### config.mk
export PLATFORM = sky130hd
export DESIGN_NAME = header_torus_route_classifier_core_flat
export DESIGN_NICKNAME = d
export VERILOG_FILES = /design/src/htrc_pkg.sv /design/src/htrc_if.sv /design/src/header_torus_route_classifier_core.sv /design/src/htrc_digit_unit.sv /design/src/htrc_dist_unit.sv /design/src/flat_wrapper.sv
export VERILOG_INCLUDE_DIRS = /design/src /design/src/src
export SDC_FILE = /design/constraint.sdc
export NUM_CORES = 1
export LEC_CHECK = 0
export ABC_AREA = 1
export BUFFER_PORTS_ARGS = -buffer_cell sky130_fd_sc_hd__buf_2
export CORE_AREA = 2 2 232 177
export CTS_CLUSTER_DIAMETER = 40
export CTS_CLUSTER_SIZE = 10
export DETAILED_ROUTE_END_ITERATION = 6
export DIE_AREA = 0 0 234 179
export PLACE_DENSITY = 0.87
export SLEW_MARGIN = 20
export SYNTH_ARGS = -nofsm -noshare
export SYNTH_HDL_FRONTEND = slang
export SYNTH_HIERARCHICAL = 1
export SYNTH_SLANG_ARGS = --single-unit
### constraint.sdc
create_clock -name clk -period 12.8 [get_ports clk]
set_input_delay 2.56 -clock clk [delete_from_list [all_inputs] [get_ports clk]]
set_output_delay 2.56 -clock clk [all_outputs]
set_load 0.005 [all_outputs]
### src/header_torus_route_classifier_core_defines.svh
// Assertion shorthands for the route classifier.
`ifndef HEADER_TORUS_ROUTE_CLASSIFIER_CORE_DEFINES_SVH
`define HEADER_TORUS_ROUTE_CLASSIFIER_CORE_DEFINES_SVH

// Same-cycle implication.
`define HTRC_ASSERT_NOW(label, clk, rst, ante, cons, msg) \
  label: assert property (@(posedge clk) disable iff (rst) (ante) |-> (cons)) \
    else $error(msg);

// Next-cycle implication.
`define HTRC_ASSERT_NEXT(label, clk, rst, ante, cons, msg) \
  label: assert property (@(posedge clk) disable iff (rst) (ante) |=> (cons)) \
    else $error(msg);

`endif

### src/htrc_pkg.sv
package htrc_pkg;

  localparam int ID_W    = 14;
  localparam int K_W     = 5;
  localparam int DIG_W   = 4;
  localparam int DIST_W  = 7;
  localparam int DOUT_W  = 6;
  localparam int CLS_W   = 2;
  localparam int NEVAL   = 5;

  localparam logic [K_W-1:0]    K_RESET  = 5'd4;
  localparam logic [DOUT_W-1:0] DOUT_MAX = 6'd63;

  typedef enum logic [CLS_W-1:0] {
    CLS_SHORTER,
    CLS_SAME,
    CLS_LONGER
  } htrc_cls_t;

  // Distance evaluations, in the order they run.
  typedef enum logic [2:0] {
    EV_BASE,
    EV_UP_HDR,
    EV_DN_HDR,
    EV_UP_DIG,
    EV_DN_DIG
  } htrc_eval_t;

  typedef struct packed {
    logic       load;
    logic       step;
    logic [1:0] bsel;
  } htrc_dig_ctl_t;

  typedef struct packed {
    logic start;
    logic step;
  } htrc_dist_ctl_t;

  function automatic htrc_cls_t classify(input logic [DIST_W-1:0] nb,
                                         input logic [DIST_W-1:0] base);
    htrc_cls_t c;
    if (nb < base) begin
      c = CLS_SHORTER;
    end else if (nb == base) begin
      c = CLS_SAME;
    end else begin
      c = CLS_LONGER;
    end
    return c;
  endfunction

endpackage

### src/htrc_if.sv
interface htrc_query_if;
  logic                      valid;
  logic                      ready;
  logic [htrc_pkg::ID_W-1:0] current_node;
  logic [htrc_pkg::ID_W-1:0] dest_node;

  modport source (output valid, output current_node, output dest_node, input ready);
  modport sink (input valid, input current_node, input dest_node, output ready);
endinterface

interface htrc_route_if;
  logic                        valid;
  logic                        ready;
  logic                        valid_res;
  logic [htrc_pkg::DOUT_W-1:0] current_distance;
  logic [htrc_pkg::ID_W-1:0]   hop_up_header_node;
  logic [htrc_pkg::ID_W-1:0]   hop_down_header_node;
  logic [htrc_pkg::ID_W-1:0]   hop_up_digit_node;
  logic [htrc_pkg::ID_W-1:0]   hop_down_digit_node;
  logic [htrc_pkg::CLS_W-1:0]  class_up_header;
  logic [htrc_pkg::CLS_W-1:0]  class_down_header;
  logic [htrc_pkg::CLS_W-1:0]  class_up_digit;
  logic [htrc_pkg::CLS_W-1:0]  class_down_digit;

  modport source (
    output valid, output valid_res, output current_distance,
    output hop_up_header_node, output hop_down_header_node,
    output hop_up_digit_node, output hop_down_digit_node,
    output class_up_header, output class_down_header,
    output class_up_digit, output class_down_digit,
    input ready
  );
  modport sink (
    input valid, input valid_res, input current_distance,
    input hop_up_header_node, input hop_down_header_node,
    input hop_up_digit_node, input hop_down_digit_node,
    input class_up_header, input class_down_header,
    input class_up_digit, input class_down_digit,
    output ready
  );
endinterface

interface htrc_cfg_if;
  logic                     valid;
  logic                     ready;
  logic [htrc_pkg::K_W-1:0] data_arity;

  modport source (output valid, output data_arity, input ready);
  modport sink (input valid, input data_arity, output ready);
endinterface

### src/header_torus_route_classifier_core.sv
// Route classifier for a header torus: a node id is a header digit (radix
// DATA_DIMS) over DATA_DIMS data digits (radix data_arity, clamped to
// 2..MAX_ARITY). One query (current node, destination node) yields one
// result: a valid flag, the strategic distance to the destination
// (saturated at 63), the four neighbor ids, and for each neighbor whether
// it is shorter, the same or longer than the current node. Ids at or above
// DATA_DIMS * k^DATA_DIMS give valid_res = 0 and all other fields zero.
// The block handles one query at a time. The restoring digit extractor works
// through the header and every data digit of both ids, and the distance
// evaluator visits one ring position per cycle in each of five evaluations.
// The result sits in an output register; query.ready returns once it is
// loaded, so the next query can be taken while the result still waits.
// Writes to data_arity are always taken and apply to the next accepted
// query.
`include "header_torus_route_classifier_core_defines.svh"

module header_torus_route_classifier_core #(
  parameter int DATA_DIMS = 3,
  parameter int MAX_ARITY = 16
) (
  input  logic         clk,
  input  logic         rst,
  htrc_cfg_if.sink     cfg,
  htrc_query_if.sink   query,
  htrc_route_if.source route
);

  localparam int HDR_W  = $clog2(DATA_DIMS);
  localparam int WIDX_W = $clog2(DATA_DIMS + 1);
  localparam int PW     = htrc_pkg::ID_W + htrc_pkg::K_W;

  typedef enum logic [2:0] {
    S_IDLE,
    S_WGT,
    S_DEC,
    S_ESET,
    S_ESWP,
    S_ESTO,
    S_MUL,
    S_FIN
  } state_t;

  state_t state;

  logic [htrc_pkg::K_W-1:0]    data_arity;
  logic [htrc_pkg::K_W-1:0]    k_r;
  logic [htrc_pkg::K_W-1:0]    k_eff;
  logic [htrc_pkg::ID_W-1:0]   cur_id;
  logic [htrc_pkg::ID_W-1:0]   dst_id;

  // place weights k^j, kept modulo 2^14 with a flag once they pass 2^14
  logic [htrc_pkg::ID_W-1:0]   w [DATA_DIMS+1];
  logic                        wsat [DATA_DIMS+1];
  logic [htrc_pkg::ID_W-1:0]   wrun;
  logic                        wrun_sat;
  logic [WIDX_W-1:0]           wj;
  logic [PW-1:0]               wprod;

  // decode sequencing
  logic                        phase;
  logic [WIDX_W-1:0]           j;
  logic [1:0]                  bsel;
  logic [WIDX_W-1:0]           widx;
  logic [htrc_pkg::ID_W-1:0]   w_sel;
  logic                        wsat_sel;
  logic                        j_is_x;

  // decoded nodes; data digits live in rotating lines, digit 1 at tap 0
  logic [HDR_W-1:0]            ch;
  logic [HDR_W-1:0]            dh;
  logic                        ok;
  logic [htrc_pkg::DIG_W-1:0]  cdv [DATA_DIMS];
  logic [htrc_pkg::DIG_W-1:0]  ddv [DATA_DIMS];
  logic [htrc_pkg::DIG_W-1:0]  xdig;
  logic [htrc_pkg::DIG_W-1:0]  ddx;
  logic [htrc_pkg::ID_W-1:0]   wx;
  logic [htrc_pkg::ID_W-1:0]   wn;
  logic [htrc_pkg::ID_W-1:0]   prod;
  logic [htrc_pkg::ID_W-1:0]   nm1wn;
  logic [PW-1:0]               mprod;
  logic [PW-1:0]               nprod;

  // distance evaluations
  htrc_pkg::htrc_eval_t        e;
  logic [HDR_W-1:0]            u;
  logic [htrc_pkg::DIST_W-1:0] dists [htrc_pkg::NEVAL];
  logic [htrc_pkg::DIST_W-1:0] total;

  logic [htrc_pkg::DIG_W-1:0]  km1_dig;
  logic [htrc_pkg::DIG_W-1:0]  x_up;
  logic [htrc_pkg::DIG_W-1:0]  x_dn;
  logic [HDR_W-1:0]            h_up;
  logic [HDR_W-1:0]            h_dn;
  logic                        dig_ev;
  logic [htrc_pkg::DIG_W-1:0]  new_dig;
  logic [HDR_W-1:0]            s_sel;
  logic [DATA_DIMS-1:0]        set_sel;
  logic [htrc_pkg::DIG_W-1:0]  a_sel;

  logic [htrc_pkg::ID_W-1:0]   hop_uh;
  logic [htrc_pkg::ID_W-1:0]   hop_dh;
  logic [htrc_pkg::ID_W-1:0]   hop_ud;
  logic [htrc_pkg::ID_W-1:0]   hop_dd;

  htrc_pkg::htrc_dig_ctl_t     dig_ctl;
  htrc_pkg::htrc_dist_ctl_t    dist_ctl;
  logic [htrc_pkg::ID_W-1:0]   dig_id;
  logic [htrc_pkg::DIG_W-1:0]  q_out;
  logic [htrc_pkg::ID_W-1:0]   rem_out;

  assign cfg.ready   = 1'b1;
  assign query.ready = (state == S_IDLE);

  always_comb begin
    if (data_arity < htrc_pkg::K_W'(2)) begin
      k_eff = htrc_pkg::K_W'(2);
    end else if (data_arity > htrc_pkg::K_W'(MAX_ARITY)) begin
      k_eff = htrc_pkg::K_W'(MAX_ARITY);
    end else begin
      k_eff = data_arity;
    end
  end

  always_comb begin
    wprod    = PW'(wrun) * PW'(k_r);
    widx     = WIDX_W'(DATA_DIMS) - j;
    w_sel    = w[widx];
    wsat_sel = wsat[widx];
    j_is_x   = (j == WIDX_W'(ch) + WIDX_W'(1));
    mprod    = PW'(wx) * PW'(k_r - htrc_pkg::K_W'(1));
    nprod    = PW'(wn) * PW'(DATA_DIMS - 1);
  end

  // neighbor coordinates of the current node
  always_comb begin
    km1_dig = htrc_pkg::DIG_W'(k_r - htrc_pkg::K_W'(1));
    x_up    = (xdig == km1_dig) ? '0 : xdig + htrc_pkg::DIG_W'(1);
    x_dn    = (xdig == '0) ? km1_dig : xdig - htrc_pkg::DIG_W'(1);
    h_up    = (ch == HDR_W'(DATA_DIMS - 1)) ? '0 : ch + HDR_W'(1);
    h_dn    = (ch == '0) ? HDR_W'(DATA_DIMS - 1) : ch - HDR_W'(1);
  end

  // operands of the running evaluation
  always_comb begin
    dig_ev  = (e == htrc_pkg::EV_UP_DIG) || (e == htrc_pkg::EV_DN_DIG);
    new_dig = (e == htrc_pkg::EV_UP_DIG) ? x_up : x_dn;
    case (e)
      htrc_pkg::EV_UP_HDR: s_sel = h_up;
      htrc_pkg::EV_DN_HDR: s_sel = h_dn;
      default:             s_sel = ch;
    endcase
    for (int i = 0; i < DATA_DIMS; i++) begin
      set_sel[i] = (cdv[i] != ddv[i]);
      if (dig_ev && (HDR_W'(i) == ch)) begin
        set_sel[i] = (new_dig != ddx);
      end
      if ((HDR_W'(i) == s_sel) || (HDR_W'(i) == dh)) begin
        set_sel[i] = 1'b1;
      end
    end
    a_sel = (dig_ev && (u == ch)) ? new_dig : cdv[0];
  end

  // neighbor ids as offsets of the current id, modulo 2^14
  always_comb begin
    hop_uh = (ch == HDR_W'(DATA_DIMS - 1)) ? cur_id - nm1wn : cur_id + wn;
    hop_dh = (ch == '0) ? cur_id + nm1wn : cur_id - wn;
    hop_ud = (xdig == km1_dig) ? cur_id - prod : cur_id + wx;
    hop_dd = (xdig == '0) ? cur_id + prod : cur_id - wx;
  end

  always_comb begin
    dig_ctl.load  = ((state == S_WGT) && (wj == WIDX_W'(DATA_DIMS))) ||
                    ((state == S_DEC) && (bsel == 2'd0) && !phase &&
                     (j == WIDX_W'(DATA_DIMS)));
    dig_ctl.step  = (state == S_DEC);
    dig_ctl.bsel  = bsel;
    dig_id        = (state == S_WGT) ? cur_id : dst_id;
    dist_ctl.start = (state == S_ESET);
    dist_ctl.step  = (state == S_ESWP);
  end

  htrc_digit_unit u_digit (
    .clk     (clk),
    .ctl     (dig_ctl),
    .id_in   (dig_id),
    .w       (w_sel),
    .w_sat   (wsat_sel),
    .q_out   (q_out),
    .rem_out (rem_out)
  );

  htrc_dist_unit #(
    .DATA_DIMS (DATA_DIMS)
  ) u_dist (
    .clk    (clk),
    .ctl    (dist_ctl),
    .set_in (set_sel),
    .s_in   (s_sel),
    .d_in   (dh),
    .u      (u),
    .a_dig  (a_sel),
    .b_dig  (ddv[0]),
    .k      (k_r),
    .total  (total)
  );

  always_ff @(posedge clk) begin
    if (rst) begin
      state       <= S_IDLE;
      route.valid <= 1'b0;
      data_arity  <= htrc_pkg::K_RESET;
    end else begin
      if (cfg.valid) begin
        data_arity <= cfg.data_arity;
      end
      if (route.valid && route.ready) begin
        route.valid <= 1'b0;
      end
      case (state)
        S_IDLE: begin
          // take the query and start the weight table at k^0
          if (query.valid) begin
            cur_id   <= query.current_node;
            dst_id   <= query.dest_node;
            k_r      <= k_eff;
            w[0]     <= htrc_pkg::ID_W'(1);
            wsat[0]  <= 1'b0;
            wrun     <= htrc_pkg::ID_W'(1);
            wrun_sat <= 1'b0;
            wj       <= WIDX_W'(1);
            state    <= S_WGT;
          end
        end
        S_WGT: begin
          // one multiply per weight; flag weights that pass the id range
          w[wj]    <= wprod[htrc_pkg::ID_W-1:0];
          wsat[wj] <= wrun_sat | (|wprod[PW-1:htrc_pkg::ID_W]);
          wrun     <= wprod[htrc_pkg::ID_W-1:0];
          wrun_sat <= wrun_sat | (|wprod[PW-1:htrc_pkg::ID_W]);
          wj       <= wj + WIDX_W'(1);
          if (wj == WIDX_W'(DATA_DIMS)) begin
            phase <= 1'b0;
            j     <= '0;
            bsel  <= 2'(htrc_pkg::DIG_W - 1);
            ok    <= 1'b1;
            state <= S_DEC;
          end
        end
        S_DEC: begin
          bsel <= bsel - 2'd1;
          if (bsel == 2'd0) begin
            if (j == '0) begin
              // header digit; the id is valid only if the quotient is below
              // DATA_DIMS and nothing is left over at the top weight
              if (!phase) begin
                ch <= q_out[HDR_W-1:0];
                wn <= w_sel;
              end else begin
                dh <= q_out[HDR_W-1:0];
              end
              ok <= ok & (q_out < htrc_pkg::DIG_W'(DATA_DIMS)) &
                    (wsat_sel | (rem_out < w_sel));
            end else if (!phase) begin
              for (int i = 0; i < DATA_DIMS - 1; i++) begin
                cdv[i] <= cdv[i+1];
              end
              cdv[DATA_DIMS-1] <= q_out;
              if (j_is_x) begin
                xdig <= q_out;
                wx   <= w_sel;
              end
            end else begin
              for (int i = 0; i < DATA_DIMS - 1; i++) begin
                ddv[i] <= ddv[i+1];
              end
              ddv[DATA_DIMS-1] <= q_out;
              if (j_is_x) begin
                ddx <= q_out;
              end
            end
            if (j == WIDX_W'(DATA_DIMS)) begin
              j <= '0;
              if (!phase) begin
                phase <= 1'b1;
              end else begin
                e     <= htrc_pkg::EV_BASE;
                state <= S_ESET;
              end
            end else begin
              j <= j + WIDX_W'(1);
            end
          end
        end
        S_ESET: begin
          u     <= '0;
          state <= S_ESWP;
        end
        S_ESWP: begin
          // rotate so the next data digit reaches tap 0
          for (int i = 0; i < DATA_DIMS - 1; i++) begin
            cdv[i] <= cdv[i+1];
            ddv[i] <= ddv[i+1];
          end
          cdv[DATA_DIMS-1] <= cdv[0];
          ddv[DATA_DIMS-1] <= ddv[0];
          u <= u + HDR_W'(1);
          if (u == HDR_W'(DATA_DIMS - 1)) begin
            state <= S_ESTO;
          end
        end
        S_ESTO: begin
          dists[e] <= total;
          if (e == htrc_pkg::EV_DN_DIG) begin
            state <= S_MUL;
          end else begin
            e     <= htrc_pkg::htrc_eval_t'(3'(e) + 3'd1);
            state <= S_ESET;
          end
        end
        S_MUL: begin
          prod  <= mprod[htrc_pkg::ID_W-1:0];
          nm1wn <= nprod[htrc_pkg::ID_W-1:0];
          state <= S_FIN;
        end
        S_FIN: begin
          // hold until the output register is free, then load the result
          if (!route.valid || route.ready) begin
            route.valid <= 1'b1;
            route.valid_res <= ok;
            if (ok) begin
              route.current_distance <=
                (dists[htrc_pkg::EV_BASE] > htrc_pkg::DIST_W'(htrc_pkg::DOUT_MAX)) ?
                htrc_pkg::DOUT_MAX : dists[htrc_pkg::EV_BASE][htrc_pkg::DOUT_W-1:0];
              route.hop_up_header_node   <= hop_uh;
              route.hop_down_header_node <= hop_dh;
              route.hop_up_digit_node    <= hop_ud;
              route.hop_down_digit_node  <= hop_dd;
              route.class_up_header   <= htrc_pkg::classify(
                dists[htrc_pkg::EV_UP_HDR], dists[htrc_pkg::EV_BASE]);
              route.class_down_header <= htrc_pkg::classify(
                dists[htrc_pkg::EV_DN_HDR], dists[htrc_pkg::EV_BASE]);
              route.class_up_digit    <= htrc_pkg::classify(
                dists[htrc_pkg::EV_UP_DIG], dists[htrc_pkg::EV_BASE]);
              route.class_down_digit  <= htrc_pkg::classify(
                dists[htrc_pkg::EV_DN_DIG], dists[htrc_pkg::EV_BASE]);
            end else begin
              route.current_distance     <= '0;
              route.hop_up_header_node   <= '0;
              route.hop_down_header_node <= '0;
              route.hop_up_digit_node    <= '0;
              route.hop_down_digit_node  <= '0;
              route.class_up_header      <= '0;
              route.class_down_header    <= '0;
              route.class_up_digit       <= '0;
              route.class_down_digit     <= '0;
            end
            state <= S_IDLE;
          end
        end
        default: begin
          state <= S_IDLE;
        end
      endcase
    end
  end

  `HTRC_ASSERT_NEXT(a_busy_after_accept, clk, rst, query.valid && query.ready, !query.ready, "query accepted while a previous one is in progress")
  `HTRC_ASSERT_NOW(a_invalid_zero, clk, rst, route.valid && !route.valid_res, (route.current_distance == '0) && (route.hop_up_header_node == '0) && (route.hop_down_digit_node == '0), "invalid result carries nonzero fields")
  `HTRC_ASSERT_NOW(a_sweep_range, clk, rst, state == S_ESWP, u < HDR_W'(DATA_DIMS - 1) || u == HDR_W'(DATA_DIMS - 1), "sweep position past the last ring point")

endmodule

### src/htrc_digit_unit.sv
// Restoring digit extractor: one quotient bit per step against a place weight.
module htrc_digit_unit (
  input  logic                          clk,
  input  htrc_pkg::htrc_dig_ctl_t       ctl,
  input  logic [htrc_pkg::ID_W-1:0]     id_in,
  input  logic [htrc_pkg::ID_W-1:0]     w,
  input  logic                          w_sat,
  output logic [htrc_pkg::DIG_W-1:0]    q_out,
  output logic [htrc_pkg::ID_W-1:0]     rem_out
);

  localparam int TW = htrc_pkg::ID_W + htrc_pkg::DIG_W - 1;

  logic [htrc_pkg::ID_W-1:0]  rem;
  logic [htrc_pkg::DIG_W-1:0] q;
  logic [htrc_pkg::DIG_W-1:0] q_base;
  logic [TW-1:0]              trial;
  logic                       take;

  always_comb begin
    trial   = TW'(w) << ctl.bsel;
    // a saturated weight exceeds every id, so the bit is never taken
    take    = !w_sat && (TW'(rem) >= trial);
    rem_out = take ? rem - trial[htrc_pkg::ID_W-1:0] : rem;
    q_base  = (ctl.bsel == 2'(htrc_pkg::DIG_W - 1)) ? '0 : q;
    q_out   = q_base | (take ? (htrc_pkg::DIG_W'(1) << ctl.bsel) : '0);
  end

  always_ff @(posedge clk) begin
    if (ctl.load) begin
      rem <= id_in;
    end else if (ctl.step) begin
      rem <= rem_out;
    end
    if (ctl.step) begin
      q <= q_out;
    end
  end

endmodule

### src/htrc_dist_unit.sv
// Strategic distance evaluator: one ring position per step. Each step adds
// the ring cost of one data digit and tries the sweep with the gap that ends
// at that position, keeping the cheapest sweep.
module htrc_dist_unit #(
  parameter int DATA_DIMS = 3
) (
  input  logic                          clk,
  input  htrc_pkg::htrc_dist_ctl_t      ctl,
  input  logic [DATA_DIMS-1:0]          set_in,
  input  logic [$clog2(DATA_DIMS)-1:0]  s_in,
  input  logic [$clog2(DATA_DIMS)-1:0]  d_in,
  input  logic [$clog2(DATA_DIMS)-1:0]  u,
  input  logic [htrc_pkg::DIG_W-1:0]    a_dig,
  input  logic [htrc_pkg::DIG_W-1:0]    b_dig,
  input  logic [htrc_pkg::K_W-1:0]      k,
  output logic [htrc_pkg::DIST_W-1:0]   total
);

  localparam int HDR_W = $clog2(DATA_DIMS);
  localparam int XW    = HDR_W + 1;
  localparam int SW    = HDR_W + 2;

  logic [DATA_DIMS-1:0]        pset;
  logic [HDR_W-1:0]            s_r;
  logic [htrc_pkg::DIST_W-1:0] acc;
  logic [SW-1:0]               best;

  logic [HDR_W-1:0]            v;
  logic [XW-1:0]               p_w;
  logic [HDR_W-1:0]            len;
  logic [HDR_W-1:0]            sp;
  logic [HDR_W-1:0]            dp;
  logic [SW-1:0]               c1;
  logic [SW-1:0]               c2;
  logic [SW-1:0]               c;
  logic [htrc_pkg::DIG_W-1:0]  diff;
  logic [htrc_pkg::K_W-1:0]    alt;
  logic [htrc_pkg::K_W-1:0]    rc;

  // (a - b) mod DATA_DIMS for a, b below DATA_DIMS
  function automatic logic [HDR_W-1:0] ring_off(input logic [HDR_W-1:0] a,
                                                input logic [HDR_W-1:0] b);
    logic [XW-1:0] r;
    if (a >= b) begin
      r = XW'(a) - XW'(b);
    end else begin
      r = XW'(a) + XW'(DATA_DIMS) - XW'(b);
    end
    return r[HDR_W-1:0];
  endfunction

  always_comb begin
    // nearest set point below u, wrapping; u itself when it stands alone
    v = u;
    for (int off = DATA_DIMS; off >= 1; off--) begin
      if (XW'(u) >= XW'(off)) begin
        p_w = XW'(u) - XW'(off);
      end else begin
        p_w = XW'(u) + XW'(DATA_DIMS) - XW'(off);
      end
      if (pset[p_w[HDR_W-1:0]]) begin
        v = p_w[HDR_W-1:0];
      end
    end
    len = ring_off(v, u);
    sp  = ring_off(s_r, u);
    dp  = ring_off(d_in, u);
    c1  = SW'(sp) + SW'(len) + (SW'(len) - SW'(dp));
    c2  = (SW'(len) - SW'(sp)) + SW'(len) + SW'(dp);
    c   = (c1 < c2) ? c1 : c2;

    diff = (a_dig > b_dig) ? a_dig - b_dig : b_dig - a_dig;
    alt  = k - htrc_pkg::K_W'(diff);
    rc   = (htrc_pkg::K_W'(diff) < alt) ? htrc_pkg::K_W'(diff) : alt;

    total = acc + htrc_pkg::DIST_W'(best);
  end

  always_ff @(posedge clk) begin
    if (ctl.start) begin
      pset <= set_in;
      s_r  <= s_in;
      acc  <= '0;
      best <= '1;
    end else if (ctl.step) begin
      acc <= acc + htrc_pkg::DIST_W'(rc);
      if (pset[u] && (c < best)) begin
        best <= c;
      end
    end
  end

endmodule
### src/flat_wrapper.sv
// flat-port wrapper written by rule: the top's interface ports become plain ports
module header_torus_route_classifier_core_flat 
#(
  parameter int DATA_DIMS = 3,
  parameter int MAX_ARITY = 16
)
  (clk, rst, cfg_valid, cfg_data_arity, cfg_ready, query_valid, query_current_node, query_dest_node, query_ready, route_valid, route_valid_res, route_current_distance, route_hop_up_header_node, route_hop_down_header_node, route_hop_up_digit_node, route_hop_down_digit_node, route_class_up_header, route_class_down_header, route_class_up_digit, route_class_down_digit, route_ready);
  htrc_cfg_if cfg_i ();
  htrc_query_if query_i ();
  htrc_route_if route_i ();
  input  logic clk;
  input  logic rst;
  input wire logic [$bits(cfg_i.valid)-1:0] cfg_valid;
  input wire logic [$bits(cfg_i.data_arity)-1:0] cfg_data_arity;
  output wire logic [$bits(cfg_i.ready)-1:0] cfg_ready;
  input wire logic [$bits(query_i.valid)-1:0] query_valid;
  input wire logic [$bits(query_i.current_node)-1:0] query_current_node;
  input wire logic [$bits(query_i.dest_node)-1:0] query_dest_node;
  output wire logic [$bits(query_i.ready)-1:0] query_ready;
  output wire logic [$bits(route_i.valid)-1:0] route_valid;
  output wire logic [$bits(route_i.valid_res)-1:0] route_valid_res;
  output wire logic [$bits(route_i.current_distance)-1:0] route_current_distance;
  output wire logic [$bits(route_i.hop_up_header_node)-1:0] route_hop_up_header_node;
  output wire logic [$bits(route_i.hop_down_header_node)-1:0] route_hop_down_header_node;
  output wire logic [$bits(route_i.hop_up_digit_node)-1:0] route_hop_up_digit_node;
  output wire logic [$bits(route_i.hop_down_digit_node)-1:0] route_hop_down_digit_node;
  output wire logic [$bits(route_i.class_up_header)-1:0] route_class_up_header;
  output wire logic [$bits(route_i.class_down_header)-1:0] route_class_down_header;
  output wire logic [$bits(route_i.class_up_digit)-1:0] route_class_up_digit;
  output wire logic [$bits(route_i.class_down_digit)-1:0] route_class_down_digit;
  input wire logic [$bits(route_i.ready)-1:0] route_ready;
  assign cfg_i.valid = cfg_valid;
  assign cfg_i.data_arity = cfg_data_arity;
  assign cfg_ready = cfg_i.ready;
  assign query_i.valid = query_valid;
  assign query_i.current_node = query_current_node;
  assign query_i.dest_node = query_dest_node;
  assign query_ready = query_i.ready;
  assign route_valid = route_i.valid;
  assign route_valid_res = route_i.valid_res;
  assign route_current_distance = route_i.current_distance;
  assign route_hop_up_header_node = route_i.hop_up_header_node;
  assign route_hop_down_header_node = route_i.hop_down_header_node;
  assign route_hop_up_digit_node = route_i.hop_up_digit_node;
  assign route_hop_down_digit_node = route_i.hop_down_digit_node;
  assign route_class_up_header = route_i.class_up_header;
  assign route_class_down_header = route_i.class_down_header;
  assign route_class_up_digit = route_i.class_up_digit;
  assign route_class_down_digit = route_i.class_down_digit;
  assign route_i.ready = route_ready;
  header_torus_route_classifier_core #(.DATA_DIMS(DATA_DIMS), .MAX_ARITY(MAX_ARITY)) u_core (.clk(clk), .rst(rst), .cfg(cfg_i), .query(query_i), .route(route_i));
endmodule
**Word-level counts from Yosys, hierarchy flattened**

Memories as Yosys holds them, arrays and structs flattened.
Cells that the tools add are included.

- Register bits: 242
- Memories kept: 5
- Bits in latches: 0
- Input bits: 38
- Bits in read-only memories: 0
- Bits in writable memories: 119
- Word-level logic and storage cells: 357

- $lt $le $gt $ge: 24
- $add $sub $neg: 48
- Multiplexer cells: 121
- Reductions and logical operators: 56
- Bitwise logic cells: 15
- Equal/unequal tests: 42
- Shifts and indexed selects: 2
- $mul: 2
- Divide/modulo/power cells: 0

Memory list:

| memory | depth | bits a word | rd ports | clocked after memory_dff | write ports | line | text |
|---|---|---|---|---|---|---|---|
| u_core.w | 4 | 14 | 1 | 0 | 1 | header_torus_route_classifier_core.sv:52 | `logic [htrc_pkg::ID_W-1:0] w [DATA_DIMS+1];` |
| u_core.dists | 5 | 7 | 5 | 0 | 1 | header_torus_route_classifier_core.sv:86 | `logic [htrc_pkg::DIST_W-1:0] dists [htrc_pkg::NEVAL];` |
| u_core.cdv | 3 | 4 | 3 | 0 | 3 | header_torus_route_classifier_core.sv:72 | `logic [htrc_pkg::DIG_W-1:0] cdv [DATA_DIMS];` |
| u_core.ddv | 3 | 4 | 3 | 0 | 3 | header_torus_route_classifier_core.sv:73 | `logic [htrc_pkg::DIG_W-1:0] ddv [DATA_DIMS];` |
| u_core.wsat | 4 | 1 | 1 | 0 | 1 | header_torus_route_classifier_core.sv:53 | `logic wsat [DATA_DIMS+1];` |

Operators by type and width:

| operator | number |
|---|---|
| 14-bit 2-to-1 mux | 10 |
| 14-bit subtractor | 5 |
| 14-bit adder | 4 |
| 4-bit 2-to-1 mux | 14 |
| 1-bit 2-to-1 mux | 45 |
| 2-bit 2-to-1 mux | 22 |
| 3-bit 2-to-1 mux | 12 |
| 7-bit equality test | 4 |
| 7-bit less-than comparator | 4 |
| 14-bit case mux with 2 select lines | 1 |
| 3-bit case mux with 8 select lines | 1 |
| 2-bit case mux with 2 select lines | 5 |
| 5-bit AND reduction | 4 |
| 14-bit by 19-bit multiplier with 14-bit output | 1 |
| 14-bit by 5-bit multiplier with 19-bit output | 1 |
| 6-bit AND reduction | 3 |
| 14-bit by 17-bit >= comparator with 1-bit output | 1 |
| 14-bit by 2-bit << shifter with 17-bit output | 1 |
| 4-bit inequality test | 4 |
| 3-bit equality test (second input constant) | 5 |
| 14-bit less-than comparator | 1 |
| 2-bit inequality test (second input constant) | 7 |
| 14-bit OR reduction | 1 |
| 3-bit by 2-bit equality test with 1-bit output (second input constant) | 4 |
| 61 further kinds | 150 |

**Depth between registers and ports, before layout**

Gate-level depths: netlist of the first run.

- Word-level depth: 19
- Depth in mapped cells: 44
- Gate-level depth less buffers: 42

**Hierarchy**

Netlist of the first run, hierarchy kept.

By module, submodules not included:

| module | area an instance (µm²) | instances | cells an instance |
|---|---|---|---|
| header_torus_route_classifier_core | 22168.8 | 1 | 2461 |
| htrc_dist_unit | 2478.6 | 1 | 336 |
| htrc_digit_unit | 2444.8 | 1 | 394 |

**Worst setup path after synthesis of the first run**

OpenSTA, ideal clock, no wires.

- Kind: input -> register
- Start: in rst
- End: reg u_core.route.class_down_digit[0], enable pin
- Required time: 12.212 ns
- Data arrival time: 7.606 ns
- Path slack: 4.606 ns
- Path buffers: 0
- Library setup time: 0.588 ns
- Cell stages on the path: 3
- Cell sequence: clkinv_1 > nand2_1 > nor3_1

- Word-level cells in the longest chain between the ends: 2

Ends and longest elaborated chain:

| what | line | text |
|---|---|---|
| start: declaration | flat_wrapper.sv:12 | `input logic rst;` |
| 1-bit NOT (no source line) | n/a |  |
| 3-bit AND reduction (no source line) | n/a |  |
| end signal: assignment | header_torus_route_classifier_core.sv:345 | `route.class_down_digit <= htrc_pkg::classify(` |
| end: declaration | htrc_if.sv:30 | `output class_up_digit, output class_down_digit,` |

No other way between the ends.
A chain may end at the register's enable or synchronous reset.

**Worst setup path in the final report of the first run**

- Start: reg u_core/k_r[1] (netlist bit)
- End: reg u_core/u_dist/acc[6] (netlist bit)

- Word-level cells in the longest chain between the ends: 11
- Elaborated cells on any way between the ends: 14
- Classes of those cells: add/sub: 5; order compare: 2; eq/ne: 1; mux: 6

Ends and longest elaborated chain:

| what | line | text |
|---|---|---|
| start: declaration | header_torus_route_classifier_core.sv:46 | `logic [htrc_pkg::K_W-1:0] k_r;` |
| start signal: assignment | header_torus_route_classifier_core.sv:226 | `k_r <= k_eff;` |
| 4-bit by 1-bit subtractor with 4-bit output * | header_torus_route_classifier_core.sv:136 | `km1_dig = htrc_pkg::DIG_W'(k_r - htrc_pkg::K_W'(1));` |
| 4-bit equality test | header_torus_route_classifier_core.sv:137 | `x_up = (xdig == km1_dig) ? '0 : xdig + htrc_pkg::DIG_W'(1);` |
| 4-bit 2-to-1 mux | header_torus_route_classifier_core.sv:137 |  |
| 4-bit 2-to-1 mux * | header_torus_route_classifier_core.sv:146 | `new_dig = (e == htrc_pkg::EV_UP_DIG) ? x_up : x_dn;` |
| 4-bit 2-to-1 mux * | header_torus_route_classifier_core.sv:161 | `a_sel = (dig_ev && (u == ch)) ? new_dig : cdv[0];` |
| net u_core.a_sel (one bit) | header_torus_route_classifier_core.sv:98 | `logic [htrc_pkg::DIG_W-1:0] a_sel;` |
| 4-bit subtractor / 4-bit greater-than comparator (equally long branches) | htrc_dist_unit.sv:72 | `diff = (a_dig > b_dig) ? a_dig - b_dig : b_dig - a_dig;` |
| 4-bit 2-to-1 mux * | htrc_dist_unit.sv:72 |  |
| 5-bit by 4-bit subtractor with 5-bit output | htrc_dist_unit.sv:73 | `alt = k - htrc_pkg::K_W'(diff);` |
| 4-bit by 5-bit less-than comparator with 1-bit output | htrc_dist_unit.sv:74 | `rc = (htrc_pkg::K_W'(diff) < alt) ? htrc_pkg::K_W'(diff) : alt;` |
| 5-bit 2-to-1 mux * | htrc_dist_unit.sv:74 |  |
| 7-bit by 5-bit adder with 7-bit output * | htrc_dist_unit.sv:86 | `acc <= acc + htrc_pkg::DIST_W'(rc);` |
| end signal: assignment | htrc_dist_unit.sv:86 |  |
| end: declaration | htrc_dist_unit.sv:25 | `logic [htrc_pkg::DIST_W-1:0] acc;` |

Mark *: on every way through the listed nets, which the timed path passes. The rest lies on a longest branch.

==> results of run 1 <==
final timing paths:
check	to	depth (start not counted)	startpoint	slack [ns]
worst max register to register	u_core/u_dist/acc[6]$_SDFFE_PP0P_	36	u_core/k_r[1]$_SDFFCE_PP1P_	5.32
worst max-delay path	u_core/u_dist/acc[6]$_SDFFE_PP0P_	36	u_core/k_r[1]$_SDFFCE_PP1P_	5.32
worst min register to register	u_core/ddv[0][0]$_DFFE_PP_	0	u_core/ddv[0][4]$_DFFE_PP_	0.45
worst min-delay path	u_core/ddv[0][0]$_DFFE_PP_	0	u_core/ddv[0][4]$_DFFE_PP_	0.45
per-stage QoR:
| step | power [µW] | utilization | worst slack [ns] | cell area, µm² |
|---|---|---|---|---|
| after floorplan | 3770 | - | 4.61 | 27100 |
| after global placement | 4340 | 0.703 | 5.88 | 28100 |
| after detailed placement | 4490 | 0.703 | 5.51 | 28100 |
| after CTS | 5790 | 0.741 | 5.48 | 29600 |
| after global routing | 6270 | 0.742 | 4.64 | 29600 |
| final | 5850 | 0.742 | 5.32 | 29600 |
cell usage after synthesis, drive strengths merged (20+ instances only):
master,number
xnor2,27
nand2,745
dfxtp,20
a21oi,247
fa,95
buf,32
edfxtp,341
xor2,49
nand3,174
nor2,236
inv,538
o21ai,202
nor3,34
ha,247
nand4,30
clkbuf,38
final cells by class:
| type | count | area [µm²] |
|---|---|---|
| clock buffer | 63 | 1340 |
| clock inverter | 20 | 174 |
| fill | 2870 | 10300 |
| inverter | 542 | 2040 |
| multi-input combinational | 2218 | 14100 |
| sequential | 361 | 10600 |
| tap | 528 | 661 |
| timing repair buffer | 126 | 671 |
cells by family (layout without fill, tap and decap cells):
kind of cell	after synthesis	in the layout	synth area share
buffers and inverters	612	751	0.0883
and+or+nand+nor	1271	1271	0.204
adders and majority gates	342	342	0.184
AOI/OAI and AO/OA	525	525	0.105
muxes	2	2	0.000739
xor gates and xnor gates	76	76	0.0246
DFF	361	361	0.393
other	2	2	0.000277
critical path, delay by kind of cell, from the launching register on:
kind | cells | cell delay [ns]
compound gates | 11 | 2.12
xor+xnor | 2 | 0.53
fa+ha+maj | 6 | 2.23
buf+inv | 4 | 0.37
flops | 1 | 0.97
simple gates | 13 | 1.18
flip-flops by register name, indices dropped and copies added (netlist names), 14 cells and up:
signal / cells
u_core/route.hop_down_header_node: 14
u_core/dst_id: 14
u_core/prod: 14
u_core/u_digit/rem: 14
u_core/route.hop_down_digit_node: 14
u_core/wx: 14
u_core/dists: 35
u_core/cur_id: 14
u_core/route.hop_up_digit_node: 14
u_core/route.hop_up_header_node: 14
u_core/wn: 14
u_core/wrun: 14
u_core/w: 56
metal layers:
metal	vias up	GRT usage	wire, µm	part of all wire
met1	10818	0.503	31000	0.42
met4	0	0.111	2170	0.029
met5	-	0	0	0
li1	10721	-	-	-
met2	1266	0.540	32300	0.44
met3	192	0.0689	8070	0.11
report_power, final:
part / switching (µW) / internal (µW) / total, µW
Combinational: 1930 / 1000 / 2930
Clock: 503 / 776 / 1280
Sequential: 109 / 1530 / 1640
Total: 2540 / 3310 / 5850
==> results, run 1 <==
- The flow ran to the end, and the final reports show no timing, DRC or antenna violations.
- At the end of routability-driven placement, the weighted congestion stood at 1.00.
- The HPWL after detailed placement is 55200 µm.
- Clock tree synthesis selected as its root buffer the cell sky130_fd_sc_hd__clkbuf_16.
- The die area is 0.0419 mm².
- The overflow left after global routing is 0.
- The prevailing post-synth register cell is sky130_fd_sc_hd__edfxtp_1.
- The share of the clock period used by the worst path is 0.584.
- The class of the most critical hold timing path is flip-flop to flip-flop.
- The number of maximum-capacitance constraint violations is 0.
- Leaving out fill and tap cells, the most frequent cell in the layout is sky130_fd_sc_hd__nand2_1.
- From synthesis to final layout, the design area changed by 9.38%.
- The library cells used most frequently in the layout, excluding fill and tap cells, are sky130_fd_sc_hd__nand2_1, sky130_fd_sc_hd__inv_1, sky130_fd_sc_hd__edfxtp_1.
- Based on the critical path, the design can be clocked at up to 0.134 GHz.
- Of the cells placed in the final design, the portion with a size suffix greater than 1 is 0.0835.
- The number of vias per cell is 5.96.
- The worst endpoint required time is 13.28 ns.
- Between clock sinks in the finished design, the worst skew comes to 0.0220 ns.
- The number of antenna violations at the first check in global routing is 0.
- The wire length after detailed routing is 73600 µm.
- The clock passes through at most 3 buffers.
- The number of flops mapped to enable cells by yosys is 341.
- Entering global routing, the biggest net connects 67 pins.
- The number of antenna cells inserted is 0.
- The synthesized design contains 361 register bits.
- The residual DRC count is 0.
- The total power per unit cell area is 197 mW/mm².
- The post-route minimum period is 7.48 ns.
- The synthesized design spends more area on one cell type than any other, namely sky130_fd_sc_hd__edfxtp_1.
- The number of instances in the synthesized netlist is 3191.
- In this run, the number of DRC markers left after iteration 0 of detailed routing was 2873.
- The number of max-slew violations in the final report came to 0.
- The count of non-filler cells in the finished layout is 3858.
- Clock-pin slew was measured on the worst setup and hold paths at 0.05 ns.
- The post-CTS setup-driven buffer insertion count is 0.
- The vertical die dimension is 179 µm.
- Detailed routing inserted a total of 22997 vias.
- The via count of the first global-routing pass came to 21726.
- The CTS buffer count is 50.
- The category of the worst setup path launch point is a flip-flop.
- Setup violations remaining at the end of the flow were counted as 0.
- The tightest hold path in the finished design has a slack of 0.455 ns.
- By area the synthesized netlist is led by sky130_fd_sc_hd__edfxtp_1, sky130_fd_sc_hd__ha_1, sky130_fd_sc_hd__nand2_1.
- VDD sags by at most 0.243 mV.
- For this run, the number of Yosys warnings is 6.
- The average instance in the mapped netlist occupies 8.49 µm².
- Once detail routing completed, the nets flagged for antenna violations numbered 0.
- When the netlist entered floorplanning its net count stood at 3571.
- The number of clock sinks seen by CTS is 361.
- At the later pin of the worst-skew pair, clock insertion delay measures 0.56 ns.
- The actual transition at the worst max-transition pin is 1.12 ns.
- The number of buffers inserted by port buffering is 110.
- Setup repair after global routing left no endpoint under its margin.
- Including well taps, the total number of placed cells is 3775.
- At the worst endpoint, the arrival time is 7.96 ns.
- The cts-stage hold buffer count is 0.
- The sequential share of the synthesized area is 0.393.
- In the final design database the tool counted 3679 nets.
- The kind of capture point of the worst setup path is a flip-flop.
- The global-route wire length before repair is 114000 µm.
- Row generation in the floorplan step produced 64 rows.
- Dividing the detail-routed wire length by the instance count gives 19.1 µm.
- The total area inside the core boundary comes to 0.0400 mm².
- The critical-path maximum fanout is 33.
- The top-area cell type share of the netlist area is 0.378.
- After routing, the total negative slack on setup checks comes to 0 ns.
- The hold violation count in the final report was 0.
- The largest single stage delay on the critical path is 0.97 ns.
- The initial standard-cell utilization of the core is 0.678.
- Measured along the x axis, the die boundary spans 234 µm.
- The master of the slowest instance on the critical path is sky130_fd_sc_hd__edfxtp_1.
- The netlist uses 62 different library cells.
- The first TritonRoute pass finished after 6 iterations.
- 112 I/O pins were placed.
- In the synthesized netlist the async set-or-reset flop fraction comes to 0.
- The cell area that synthesis handed to floorplanning was 0.0271 mm².
- The kind of critical path is flip-flop to flip-flop.
- The number of gates resized after CTS was 0.
- The TritonCTS clock tree is built.
- The leakage power figure is 0.0141 µW.
- The total number of H-tree levels is 2.
- For this run, the total global-route usage over all layers was measured as 0.351.
- The max-slew headroom at the worst pin is 0.254.
Note: power is estimated with default switching activity, not from simulation.
==> run 2: changes to the inputs <==
--- a/config.mk
+++ b/config.mk
@@ -6,14 +6,14 @@
 export SDC_FILE = /design/constraint.sdc
 export NUM_CORES = 1
 export LEC_CHECK = 0
-export ABC_AREA = 1
+export ABC_AREA = 0
 export BUFFER_PORTS_ARGS = -buffer_cell sky130_fd_sc_hd__buf_2
-export CORE_AREA = 2 2 232 177
+export CORE_AREA = 2 2 251 191
 export CTS_CLUSTER_DIAMETER = 40
 export CTS_CLUSTER_SIZE = 10
 export DETAILED_ROUTE_END_ITERATION = 6
-export DIE_AREA = 0 0 234 179
-export PLACE_DENSITY = 0.87
+export DIE_AREA = 0 0 253 193
+export PLACE_DENSITY = 0.77
 export SLEW_MARGIN = 20
 export SYNTH_ARGS = -nofsm -noshare
 export SYNTH_HDL_FRONTEND = slang
==> constraint.sdc (replaced) <==
create_clock -name clk -period 6.43 [get_ports clk]
set_input_delay 1.286 -clock clk [delete_from_list [all_inputs] [get_ports clk]]
set_output_delay 1.286 -clock clk [all_outputs]
set_load 0.005 [all_outputs]
==> run 2 against run 1 <==
Against the previous run: the flow now finishes with violations (setup timing); core utilization is 10 points lower; design area is 1.0% higher; non-clock buffer count is 77 higher; area after synthesis is 3.1% lower; clock power is 110% higher; flip-flop and latch count stayed put; via count is 14% lower; clock skew is 0.0072 ns higher.
==> results, run 2 <==
- The flow ran to the end, but the final reports show violations.
- The final reports fail on setup timing.
- Setup repair after global routing could not meet its margin everywhere.
- The category of the worst setup path launch point is a flip-flop.
- The pin count of the biggest net entering global routing is 72 (+7.5%).
- The kind of critical path is flip-flop to flip-flop.
- The number of maximum-capacitance constraint violations is 0 (unchanged).
- The largest registers in the layout are u_core/w x56, u_core/dists x35.
- The post-synth design cell area was 0.0263 mm² (-3.1%).
- The worst setup path is captured at a flip-flop.
- The number of flip-flops in the largest register is 56 (unchanged).
- The sequential share of the synthesized area is 0.405 (+0.0124).
- The final net count is 3037 (-17%).
- The number of vias after detailed routing is 19695 (-14%).
- The residual DRC count was 0 (unchanged).
- The cell count of the worst hold path is 0 (unchanged).
- The number of max-slew violations in the final report came to 0 (unchanged).
- The via count of the first global-routing pass is 19466 (-10%).
- The register with the most flip-flops in the final layout is u_core/w.
- The worst IR drop on VDD is 0.583 mV (+140%).
- The die area was 0.0488 mm² (+17%).
- By instance count, the leading cell after synthesis is sky130_fd_sc_hd__edfxtp_1.
- The post-route minimum period is 6.65 ns (-0.827 ns).
- The class of the most critical hold timing path is flip-flop to flip-flop.
- The wire length on met2 is 31200 µm (-3.5%).
- The average cell area after synthesis is 10.6 µm² (+25%).
- The top cell types in the final layout, fill and taps aside, are sky130_fd_sc_hd__edfxtp_1, sky130_fd_sc_hd__inv_1, sky130_fd_sc_hd__ha_1.
- The number of buffers on the longest clock path is 3 (unchanged).
- The number of antenna violations at the first check in global routing was 1 (+1).
- The worst endpoint required time came to 6.91 ns (-6.37 ns).
- The clock transition at the registers of the reported paths is 0.05 ns (about the same).
- The number of flops mapped to enable cells by yosys is 341 (unchanged).
- The cell that appears most often on the critical path is sky130_fd_sc_hd__inv_2.
- The share of the core filled with cells was 0.642 (-0.0995).
- The max-slew headroom at the worst pin is 0.343 (+0.0882).
- The sum of met3 wire segment lengths after detailed routing is 5930 µm (-27%).
- The top-area cell type share of the netlist area is 0.390 (+0.0120).
- The leakage power figure came to 0.0127 µW (-9.9%).
- The area taken by flip-flops and latches is 0.0106 mm² (unchanged).
- The largest clock skew in the final design is 0.0292 ns (+0.00715 ns).
- The worst hold slack is 0.472 ns (+0.0168 ns).
- The initial standard-cell utilization of the core is 0.563 (-0.115).
- The number of vias per cell was 5.97 (+0.21%).
- Signal routing reaches up to met4.
- The biggest cell delay along the critical path is 0.57 ns (-0.40 ns).
- Ranked by instance count, the synthesized netlist is headed by sky130_fd_sc_hd__edfxtp_1, sky130_fd_sc_hd__ha_1, sky130_fd_sc_hd__inv_1.
- Clock tree synthesis selected as its root buffer the cell sky130_fd_sc_hd__clkbuf_16.
- The number of storage elements in the synthesis netlist is 361 (unchanged).
- The final worst-path setup slack is -0.223 ns (-5.54 ns).
- The number of instances in the synthesized netlist is 2480 (-22%).
- The hold violation count in the final report is 0 (unchanged).
- The global placement routability congestion is 0.908 (-9.5%).
- The overall global routing resource usage is 0.279 (-0.0722).
- The highest clock frequency the design can meet is 0.150 GHz (+12%).
- The TritonCTS clock tree is built.
- The setup violation total in the final timing report is 4 (+4).
- The core area came to 0.0466 mm² (+17%).
- The share of the clock period used by the worst path is 1.03 (+0.450).
- The arrival time of the worst setup path is 7.13 ns (-0.83 ns).
- The combined area of the multi-input logic cells is 0.0147 mm² (+4.0%).
- The distinct cell type count after synthesis was 103 (+66%).
- The wire length after detailed routing was 67900 µm (-7.8%).
- The first-pass iteration count of the detailed router is 6 (unchanged).
- The actual transition at the worst max-transition pin is 0.986 ns (-0.132 ns).
- The master of the slowest instance on the critical path is sky130_fd_sc_hd__fa_2.
- The family with the most delay on the worst path is adder cells.
- Yosys attributes the largest share of cell area to sky130_fd_sc_hd__edfxtp_1, sky130_fd_sc_hd__ha_1, sky130_fd_sc_hd__fa_1.
- The total number of H-tree levels is 2 (unchanged).
- The number of buffers inserted by port buffering is 110 (unchanged).
- The number of buffers and inverters on the critical path is 4 (unchanged).
- The critical-path maximum fanout is 5 (-85%).
- The fraction of layout instances using a drive strength above 1 is 0.162 (+0.0788).
- The total power per unit cell area came to 437 mW/mm² (+120%).
- The number of clock sinks seen by CTS came to 361 (unchanged).
- The count of yosys warnings during synthesis is 6 (unchanged).
- The net count after synthesis is 2860 (-20%).
- The worst setup slack after placement is -0.240 ns (-5.75 ns).
- The average detailed-routed wire length per instance is 20.6 µm (+7.9%).
- The number of violations reported at the end of detailed-routing iteration 0 is 1818 (-37%).
- The overflow left after global routing is 0 (unchanged).
- The fill cell instance count of the final layout is 3500 (+22%).
- The clock latency reported for the late side of the worst-skew pair is 0.61 ns (+0.05 ns).
- The I/O pin total is 112 (unchanged).
- The die width came to 253 µm (+8.1%).
- The vertical die dimension is 193 µm (+7.8%).
- The share of flip-flops with an asynchronous set or reset came to 0 (unchanged).
- The cell count along the critical path is 31 (-14%).
- The CTS buffer count came to 55 (+10%).
- Among all flip-flop cells after synthesis, the most frequent one is sky130_fd_sc_hd__edfxtp_1.
- The met1 routed wirelength after detailed routing came to 28700 µm (-7.4%).
- The depth of the worst register-to-register path is 31 (-14%).
- The number of standard-cell rows in the floorplan is 69 (+7.8%).
- The cts-stage hold buffer count is 0 (unchanged).
- The global-route wire length before repair was 106000 µm (-7.2%).
- The most frequent standard cell in the layout excluding fill and tap cells is sky130_fd_sc_hd__edfxtp_1.
- The HPWL after detailed placement was 50500 µm (-8.5%).
- Compared with the post-synthesis result, the final layout area differs by 14.0%.
- The number of nets with antenna violations after routing is 0 (unchanged).
- The dominant cell type by area after synthesis is sky130_fd_sc_hd__edfxtp_1.
-- run 2: cell count changes in the layout (fill, tap and decap cells not counted), moves of 52 or more --
cell | previous run | this run
sky130_fd_sc_hd__xnor2_1 | 27 | 93
sky130_fd_sc_hd__nand2_1 | 714 | 193
sky130_fd_sc_hd__buf_4 | 16 | 89
sky130_fd_sc_hd__nor2b_1 | 0 | 65
sky130_fd_sc_hd__nor2_1 | 222 | 170
sky130_fd_sc_hd__o21ai_0 | 188 | 66
sky130_fd_sc_hd__nand3_1 | 171 | 27
sky130_fd_sc_hd__and2_1 | 18 | 97
sky130_fd_sc_hd__inv_1 | 524 | 238
sky130_fd_sc_hd__a21oi_1 | 245 | 114
-- run 2: where the power goes --
| group | switching (µW) | internal (µW) |
|---|---|---|
| logic | 4010 | 2970 |
| registers | 252 | 3120 |
| clock network | 1080 | 1650 |
| total | 5350 | 7750 |
-- run 2: routing by layer --
layer,up-vias,GRT usage
li1,9141,-
met1,9510,0.383
met2,898,0.449
met3,146,0.0485
met4,0,0.0992
met5,-,0
-- run 2: area by class of cell --
class                           instances  area share
Antenna cell                            2    0.000167
Clock buffer                           64      0.0471
Clock inverter                         28     0.00861
Inverter                              248      0.0311
Multi-Input combinational cell       1788       0.490
Sequential cell                       361       0.355
Tap cell                              603      0.0252
Timing Repair Buffer                  203      0.0423
-- run 2: kinds of logic after synthesis --
| group | count (synthesis) | share of synthesized area |
|---|---|---|
| flip-flops | 361 | 0.405 |
| multiplexers | 95 | 0.0455 |
| other | 2 | 0.000286 |
| XOR/XNOR | 137 | 0.0465 |
| buffers and inverters | 331 | 0.0492 |
| AND/OR/NAND/NOR | 737 | 0.141 |
| adder cells (fa/ha/maj) | 342 | 0.190 |
| AO/OA/AOI/OAI | 475 | 0.122 |
-- run 2: final timing paths --
| kind | from | to | slack (ns) |
|---|---|---|---|
| max | u_core/u[1]$_SDFFCE_PN0P_ | u_core/u_dist/best[2]$_SDFFE_PP1P_ | -0.22 |
| min | u_core/cdv[0][10]$_DFFE_PP_ | u_core/cdv[0][6]$_DFFE_PP_ | 0.47 |
| max reg2reg | u_core/u[1]$_SDFFCE_PN0P_ | u_core/u_dist/best[2]$_SDFFE_PP1P_ | -0.22 |
| min reg2reg | u_core/cdv[0][10]$_DFFE_PP_ | u_core/cdv[0][6]$_DFFE_PP_ | 0.47 |
-- run 2: repair_timing --
action	4_1_cts	5_1_grt
setup buffers	15	25
gates resized for setup	20	28
setup endpoints to repair	5	9
pin swaps	28	12
-- run 2: per-stage QoR --
stage	setup TNS, ns	area (µm²)	std cells	total power (µW)
after global placement	0	27800	3162	9490
after global routing	-2.19	29900	3295	14100
after CTS	-0.0698	29600	3270	12900
after detailed placement	-0.502	27800	3163	9800
final	-0.768	29900	3297	13100
after floorplan	-0.332	26400	2480	8190
